### src/hw/rtl/assert_macros.svh
// assertion macros for the rtl of the handheld bus memory map
// no dependencies; included by files that carry concurrent checks
`ifndef ASSERT_MACROS_SVH
`define ASSERT_MACROS_SVH

// clocked property, switched off while reset is high
`define HBMM_ASSERT(lbl, clk, rst, prop) \
  lbl: assert property (@(posedge clk) disable iff (rst) (prop)) \
    else $error("%m: assertion failed");

// clocked implication, switched off while reset is high
`define HBMM_ASSERT_IMP(lbl, clk, rst, ante, cons) \
  `HBMM_ASSERT(lbl, clk, rst, (ante) |-> (cons))

`endif

### src/hw/rtl/hbmm_pkg.sv
// types and constants of the handheld bus memory map
// no dependencies; used by hbmm_decode and handheld_bus_memory_map
`timescale 1ns / 1ps

package hbmm_pkg;

  localparam int STORE_AW    = 15;
  localparam int STORE_DEPTH = 32768;
  localparam int BYTE_W      = 8;

  typedef logic [STORE_AW-1:0] store_addr_t;
  typedef logic [BYTE_W-1:0]   byte_t;
  typedef logic [15:0]         bus_addr_t;

  // address map
  localparam bus_addr_t ROM_LIMIT   = 16'h8000;
  localparam bus_addr_t WRAM_LO     = 16'hC000;
  localparam bus_addr_t WRAM_HI     = 16'hDDFF;
  localparam bus_addr_t COPY_LIMIT  = 16'hC0A0;
  localparam bus_addr_t ECHO_LO     = 16'hE000;
  localparam bus_addr_t ECHO_HI     = 16'hFDFF;
  localparam bus_addr_t KEY_ADDR    = 16'hFF00;
  localparam bus_addr_t ECHO_OFFSET = 16'h2000;
  localparam bus_addr_t COPY_OFFSET = 16'h3E00;

  // key column register
  localparam byte_t KEY_MASK    = 8'h30;
  localparam byte_t KEY_SEL_DIR = 8'h10;
  localparam byte_t KEY_SEL_BTN = 8'h20;

  // slots of one byte access
  localparam logic [1:0] STEP_PRIMARY = 2'd0;
  localparam logic [1:0] STEP_MIRROR  = 2'd1;
  localparam logic [1:0] STEP_COPY    = 2'd2;

  // read source
  localparam logic [1:0] SRC_ROM = 2'd0;
  localparam logic [1:0] SRC_RAM = 2'd1;
  localparam logic [1:0] SRC_KEY = 2'd2;

  typedef struct packed {
    logic        rom_we;
    logic        ram_we;
    logic        key_we;
    store_addr_t ram_addr;
    logic [1:0]  src;
  } decode_t;

endpackage

### src/hw/rtl/hbmm_decode.sv
// address decoder: maps one byte access and its slot to memory strobes
// depends on hbmm_pkg
`timescale 1ns / 1ps

module hbmm_decode (
  input  logic               op,
  input  logic [1:0]         step,
  input  hbmm_pkg::bus_addr_t byte_addr,
  output hbmm_pkg::decode_t  dec
);
  import hbmm_pkg::*;

  logic      in_rom, in_wram, in_echo, in_copy, is_key;
  bus_addr_t up_addr, down_addr, copy_addr;

  assign in_rom    = byte_addr < ROM_LIMIT;
  assign in_wram   = (byte_addr >= WRAM_LO) && (byte_addr <= WRAM_HI);
  assign in_echo   = (byte_addr >= ECHO_LO) && (byte_addr <= ECHO_HI);
  assign in_copy   = in_wram && (byte_addr < COPY_LIMIT);
  assign is_key    = byte_addr == KEY_ADDR;
  assign up_addr   = byte_addr + ECHO_OFFSET;
  assign down_addr = byte_addr - ECHO_OFFSET;
  assign copy_addr = byte_addr + COPY_OFFSET;

  always_comb begin
    dec.rom_we   = 1'b0;
    dec.ram_we   = 1'b0;
    dec.key_we   = 1'b0;
    dec.ram_addr = byte_addr[STORE_AW-1:0];
    dec.src      = SRC_RAM;
    if (op) begin
      case (step)
        STEP_PRIMARY: begin
          dec.rom_we = in_rom;
          dec.key_we = is_key;
          dec.ram_we = !in_rom && !is_key;
        end
        STEP_MIRROR: begin
          // work ram goes up to the echo, echo goes down to work ram
          dec.ram_we   = in_wram || in_echo;
          dec.ram_addr = in_wram ? up_addr[STORE_AW-1:0] : down_addr[STORE_AW-1:0];
        end
        STEP_COPY: begin
          dec.ram_we   = in_copy;
          dec.ram_addr = copy_addr[STORE_AW-1:0];
        end
        default: begin
          dec.ram_we = 1'b0;
        end
      endcase
    end else begin
      if (in_rom) begin
        dec.src = SRC_ROM;
      end else if (is_key) begin
        dec.src = SRC_KEY;
      end else if (in_echo) begin
        dec.ram_addr = down_addr[STORE_AW-1:0];
      end
    end
  end

endmodule

### config.mk
export PLATFORM = sky130hd
export DESIGN_NAME = hbmm_decode
export DESIGN_NICKNAME = d
export VERILOG_FILES = /design/src/hw/rtl/assert_macros.svh /design/src/hw/rtl/hbmm_pkg.sv /design/src/hw/rtl/hbmm_decode.sv
export SDC_FILE = /design/constraint.sdc
export NUM_CORES = 1
export LEC_CHECK = 0
export ABC_CLOCK_PERIOD_IN_PS = 1500
export BUFFER_PORTS_ARGS = -buffer_cell sky130_fd_sc_hd__buf_2
export CORE_MARGIN = 2
export CORE_UTILIZATION = 39
export DETAILED_ROUTE_END_ITERATION = 10
export GPL_TIMING_DRIVEN = 0
export PLACE_DENSITY = 0.76
export SYNTH_ARGS = -nofsm -noshare
export SYNTH_HDL_FRONTEND = slang
export SYNTH_SLANG_ARGS = --single-unit
export TNS_END_PERCENT = 30
### constraint.sdc
create_clock -name vclk -period 1.5
set_clock_uncertainty 0.1 [all_clocks]
set_input_delay 0.075 -clock vclk [all_inputs]
set_output_delay 0.075 -clock vclk [all_outputs]
set_load 0.01 [all_outputs]
==> results of run 1 <==
## per-stage QoR
| stage | cells | worst slack (ns) | power [mW] |
|---|---|---|---|
| CTS | 129 | -0.3516 | 0.2245 |
| detailed placement | 127 | -0.3523 | 0.2060 |
| global route | 132 | -0.3669 | 0.2606 |
| global placement | 127 | -0.2886 | 0.2009 |
| floorplan | 73 | 0.009400 | 0.1140 |
| finish | 132 | -0.2645 | 0.2371 |
## placed cells by master, fill, tap and decap left out, drive strengths merged, types with 2 or more instances in the layout
master,n
a21o,2
nand2,11
a311oi,2
o21ai,3
nor2b,2
nand4,2
inv,5
nor3,3
a22o,2
nand3,3
xnor2,2
ha,6
buf,52
nor4,2
nor2,6
## cells by family (layout without fill, tap and decap cells)
group                      count (synthesis)  after routing  share of synthesized area (%)
AOI/OAI and AO/OA                         14             14                          22.53
xor gates and xnor gates                   2              2                          3.219
adders and majority gates                  6              6                          13.79
buffers and inverters                     14             58                          15.86
muxes                                      2              2                          5.977
and+or+nand+nor                           35             35                          38.62
## Yosys cell counts (all sizes together)
cell | n | area [sq um]
o2bb2ai | 1 | 8.760
nor3b | 1 | 7.510
nor4 | 2 | 42.54
nand4 | 2 | 12.51
inv | 5 | 18.77
nand3b | 1 | 7.510
o21ai | 3 | 15.01
a22o | 2 | 17.52
and4 | 1 | 10.01
or3 | 1 | 6.260
a311oi | 2 | 17.52
nand2b | 1 | 6.260
mux2i | 1 | 10.01
nor3 | 3 | 15.01
mux4 | 1 | 22.52
nor2b | 2 | 12.51
a21o | 2 | 16.27
buf | 9 | 67.56
a31oi | 1 | 6.260
ha | 6 | 75.07
a21oi | 1 | 5.000
nor2 | 6 | 25.03
a221oi | 1 | 8.760
a2111oi | 1 | 27.53
xnor2 | 2 | 17.52
nand2 | 11 | 43.80
or2 | 1 | 6.260
nand3 | 3 | 15.01
## area by class of cell
class	instances	share of cell area [%]
Inverter	5	2.137
Timing Repair Buffer	44	30.63
Multi-Input combinational cell	59	57.41
Tap cell	15	2.137
Buffer	9	7.692
## per-layer routing
layer	share of wire, %	GRT usage (%)	vias to the layer above
met2	54	40.63	32
met4	0	0	0
li1	-	-	347
met1	39	21.90	293
met3	7.3	0	0
met5	0	0	-
## power by group
group          leakage [nW]  internal, mW  total [mW]  switching, mW
clock network             0             0           0              0
registers                 0             0           0              0
logic                 0.439         0.120       0.237          0.117
## repair_timing
item,CTS,global route
hold buffers,0,0
pin swaps,6,6
setup endpoints to repair,5,4
gates resized for setup,11,11
setup buffers,2,3
## how the worst max path moves through the flow
| stage | to | slack (ns) | cells after the start |
|---|---|---|---|
| after floorplan | dec[15] | 0.009 | 6 |
| after global placement | dec[15] | -0.29 | 8 |
| after detailed placement | dec[15] | -0.35 | 8 |
| after CTS | dec[15] | -0.35 | 7 |
| after global routing | dec[16] | -0.37 | 9 |
| final | dec[16] | -0.26 | 10 |
==> results.sh, run 1 <==
export IMPL_drc=0
export IMPL_die_w_microns=41.36
export IMPL_synth_nets=98
export IMPL_whs_endpoint="dec[6]"
export IMPL_nClkBuffers=0
export IMPL_cp_max_fo=5
export IMPL_fin_util_pct=67.50
export IMPL_setup_slack_ns=-0.2645
export IMPL_first_iter_violations=12
export IMPL_fin_setup_tns_ns=-0.6856
export IMPL_fin_area_sq_um=878.3
export IMPL_leakage_nw=0.4390
export IMPL_area_growth_pct=61.38
export IMPL_path_cells="buf_2 -> inv_2 -> ha_4 -> nand2_4 -> a2111oi_4 -> buf_4 -> buf_4 -> a21oi_1 -> a311oi_1 -> buf_2"
export IMPL_seq_cell_count=0
export IMPL_synth_distinct_cells=31
export IMPL_die_area_sq_mm=0.001710
export IMPL_whs_ns=0.3274
export IMPL_antenna_cells=0
export IMPL_cp_arrival_ns=1.59
export IMPL_place_congestion=0.8433
export IMPL_max_clock_freq_mhz=566.7
export IMPL_netlist_instances=73
export IMPL_hold_path_class="input pin to primary output"
export IMPL_finalHoldViolCount=0
export IMPL_die_h_microns=41.36
export IMPL_critPathLaunchType="input pin"
export IMPL_ioPinCount=39
export IMPL_synth_seq_area_share_pct=0
export IMPL_dpl_cell_area_sq_um=763.2
export IMPL_grt_pass1_wl_mm=2.221
export IMPL_drv_slew=0
export IMPL_tightestPinTransition_ns=0.3254
export IMPL_p_per_area_mw_per_mm2=269.9
export IMPL_first_global_vias=544
export IMPL_status="complete, but fails checks"
export IMPL_period_share_pct=117.6
export IMPL_wire_per_inst_microns=11.79
export IMPL_fillCellCount=117
export IMPL_peakVddDrop_mv=0.1389
export IMPL_num_vias=672
export IMPL_grt_antenna_before_repair=0
export IMPL_multi_input_area_sq_um=504.2
export IMPL_critPathCaptureType="primary output"
export IMPL_num_rows=13
export IMPL_max_stage_delay_ns=0.38
export IMPL_worstHoldStart="byte_addr[4]"
export IMPL_max_cap_viol_count=0
export IMPL_slowest_stage="a2111oi_4"
export IMPL_layout_area_seq_sq_um=0
export IMPL_finalSetupViolCount=3
export IMPL_path_class="input pin to primary output"
export IMPL_initial_utilization_pct=41.83
export IMPL_ant_nets=0
export IMPL_grtUsageTotal_pct=19.07
export IMPL_dpl_hpwl_mm=1.273
export IMPL_cp_startpoint="byte_addr[9]"
export IMPL_crit_buf_inv=5
export IMPL_failed_checks="setup timing"
export IMPL_required_ns=1.32
export IMPL_crit_family="buffers and inverters"
export IMPL_finalCriticalPeriod_ns=1.764
export IMPL_syn_area_per_cell_sq_um=7.456
export IMPL_port_buffer_count=39
export IMPL_drive_gt1_share_pct=58.97
export IMPL_hold_depth=3
export IMPL_grt_ovfl_total=0
export IMPL_core_area_sq_mm=0.001301
export IMPL_grt_max_degree=8
export IMPL_synth_warnings=0
export IMPL_netlist_area_sq_um=544.3
export IMPL_nets=144
export IMPL_drt_pre_antenna_iters=5
export IMPL_avgViaCountPerCell=5.091
export IMPL_grt_setup_unrepaired="yes"
export IMPL_routed_wl_mm=1.556
export IMPL_maxSlewHeadroom_pct=78.31
Note: power is estimated with default switching activity, not from simulation.
==> run 2, diff against run 1 <==
- MAX_ROUTING_LAYER: not set -> met4
- PLACE_DENSITY: 0.76 -> 0.8
==> run 2 against run 1 <==
The flow still finishes with violations (setup timing). Sequential share of layout area did not move. Setup slack improved by 0.040 ns. Via count rose by 1.5%. Worst hold slack improved by 0.0015 ns. Combinational power rose by 3%. Final cell count fell by 2.3%. Total power rose by 2.9%. First-iteration DRC count fell by 33%.
==> results.sh, run 2 (synthesized netlist as in run 1, its figures left out) <==
export IMPL_cp_arrival_ns=1.55
export IMPL_crit_buf_inv=2
export IMPL_critPathCaptureType="primary output"
export IMPL_grt_antenna_before_repair=0
export IMPL_whs_endpoint="dec[6]"
export IMPL_grtUsageTotal_pct=22.06
export IMPL_path_cells="buf_6 -> nor4_4 -> nand2_2 -> a2111oi_4 -> nor2_1 -> mux4_2 -> buf_6"
export IMPL_drc=0
export IMPL_cp_max_fo=3
export IMPL_finalCriticalPeriod_ns=1.724
export IMPL_place_congestion=0.8822
export IMPL_die_w_microns=41.36
export IMPL_met1_usage_pct=26.90
export IMPL_grt_setup_unrepaired="yes"
export IMPL_globalRouteMet2Util_pct=42.19
export IMPL_status="complete, but fails checks"
export IMPL_hold_path_class="input pin to primary output"
export IMPL_num_vias=682
export IMPL_drt_pre_antenna_iters=4
export IMPL_antenna_cells=0
export IMPL_core_area_sq_mm=0.001301
export IMPL_tightestPinTransition_ns=0.3384
export IMPL_maxSlewHeadroom_pct=77.44
export IMPL_critPathLaunchType="input pin"
export IMPL_dpl_hpwl_mm=1.329
export IMPL_max_clock_freq_mhz=580.0
export IMPL_whs_ns=0.3289
export IMPL_internal_power_mw=0.1224
export IMPL_die_area_sq_mm=0.001710
export IMPL_required_ns=1.32
export IMPL_finalSetupViolCount=3
export IMPL_worstHoldStart="byte_addr[4]"
export IMPL_port_buffer_count=39
export IMPL_num_rows=13
export IMPL_busiest_layer="met2"
export IMPL_leakage_nw=0.4288
export IMPL_cts_hold_buffers=0
export IMPL_nets=141
export IMPL_die_h_microns=41.36
export IMPL_setup_slack_ns=-0.2241
export IMPL_avgViaCountPerCell=5.287
export IMPL_max_stage_delay_ns=0.48
export IMPL_ant_nets=0
export IMPL_p_per_area_mw_per_mm2=277.2
export IMPL_first_iter_violations=8
export IMPL_wire_per_inst_microns=13.25
export IMPL_seq_cell_count=0
export IMPL_ioPinCount=39
export IMPL_peakVddDrop_mv=0.1818
export IMPL_path_class="input pin to primary output"
export IMPL_critPathMostFrequentCell="buf_6"
export IMPL_failed_checks="setup timing"
export IMPL_p_sw_share_pct=49.83
export IMPL_final_common_cell="buf_2"
export IMPL_fin_util_pct=67.60
export IMPL_layout_area_seq_sq_um=0
export IMPL_p_clk_share_pct=0
export IMPL_hold_depth=3
export IMPL_routed_wl_mm=1.709
export IMPL_grt_max_degree=8
export IMPL_period_share_pct=114.9
export IMPL_final_cell_mix="buf_2, buf_4, nand2_1, buf_6, nor2_1"
export IMPL_first_global_vias=621
export IMPL_dpl_cell_area_sq_um=763.2
export IMPL_crit_family="simple AND/OR/NAND/NOR gates"
export IMPL_fin_area_sq_um=879.6
export IMPL_grt_ovfl_total=0
export IMPL_pwr_share_seq_pct=0
export IMPL_grt_pass1_wl_mm=2.573
export IMPL_slowest_stage="mux4_2"
export IMPL_finalHoldViolCount=0
export IMPL_area_growth_pct=61.61
export IMPL_drive_gt1_share_pct=59.65
export IMPL_drv_slew=0
export IMPL_max_cap_viol_count=0
export IMPL_dp_cells=127
export IMPL_switching_power_mw=0.1215
export IMPL_initial_utilization_pct=41.83
export IMPL_fin_cells=129
export IMPL_nClkBuffers=0
export IMPL_use_met3_pct=0.5319
export IMPL_p_comb_share_pct=100.0
## run 2: tightest hold or removal path, stage by stage
cell	delay, ns
buf_6	0.08
buf_4	0.09
buf_2	0.11
## run 2: final cells by class
cell class,count,area (sq um)
tap,15,18.77
timing repair buffer,41,259.0
inverter,5,21.27
fill,116,421.7
multi-input combinational,59,513.0
buffer,9,67.56
## run 2: power groups by stage
stage / Clock, mW / Sequential [mW] / Combinational (mW)
floorplan: 0 / 0 / 0.114
global route: 0 / 0 / 0.269
detailed placement: 0 / 0 / 0.208
global placement: 0 / 0 / 0.201
finish: 0 / 0 / 0.244
CTS: 0 / 0 / 0.223
## run 2: what timing repair did
action	CTS	global route
pin swaps	4	6
buffers inserted	2	0
setup endpoints to repair	7	6
gates resized for setup	12	16
hold endpoints to repair	0	0
## run 2: how the worst max path moves through the flow
stage | slack [ns] | cells past startpoint | startpoint | to
after global placement | -0.30 | 8 | byte_addr[10] | dec[15]
after floorplan | 0.009 | 6 | byte_addr[10] | dec[15]
final | -0.22 | 7 | byte_addr[0] | dec[15]
after detailed placement | -0.35 | 8 | byte_addr[9] | dec[15]
after global routing | -0.31 | 7 | byte_addr[0] | dec[15]
after CTS | -0.31 | 7 | byte_addr[0] | dec[15]
## run 2: stage by stage
stage | TNS [ns] | setup WS [ns] | power, mW
floorplan | 0 | 0.009400 | 0.1140
global placement | -0.8057 | -0.3007 | 0.2012
detailed placement | -1.018 | -0.3476 | 0.2077
CTS | -0.8428 | -0.3099 | 0.2231
global route | -0.7696 | -0.3079 | 0.2688
finish | -0.5141 | -0.2241 | 0.2439
## run 2: metal layers
metal	vias up	wire length [microns]
met4	0	8
met3	2	84
met2	25	924
met1	310	690
li1	345	-
met5	-	0
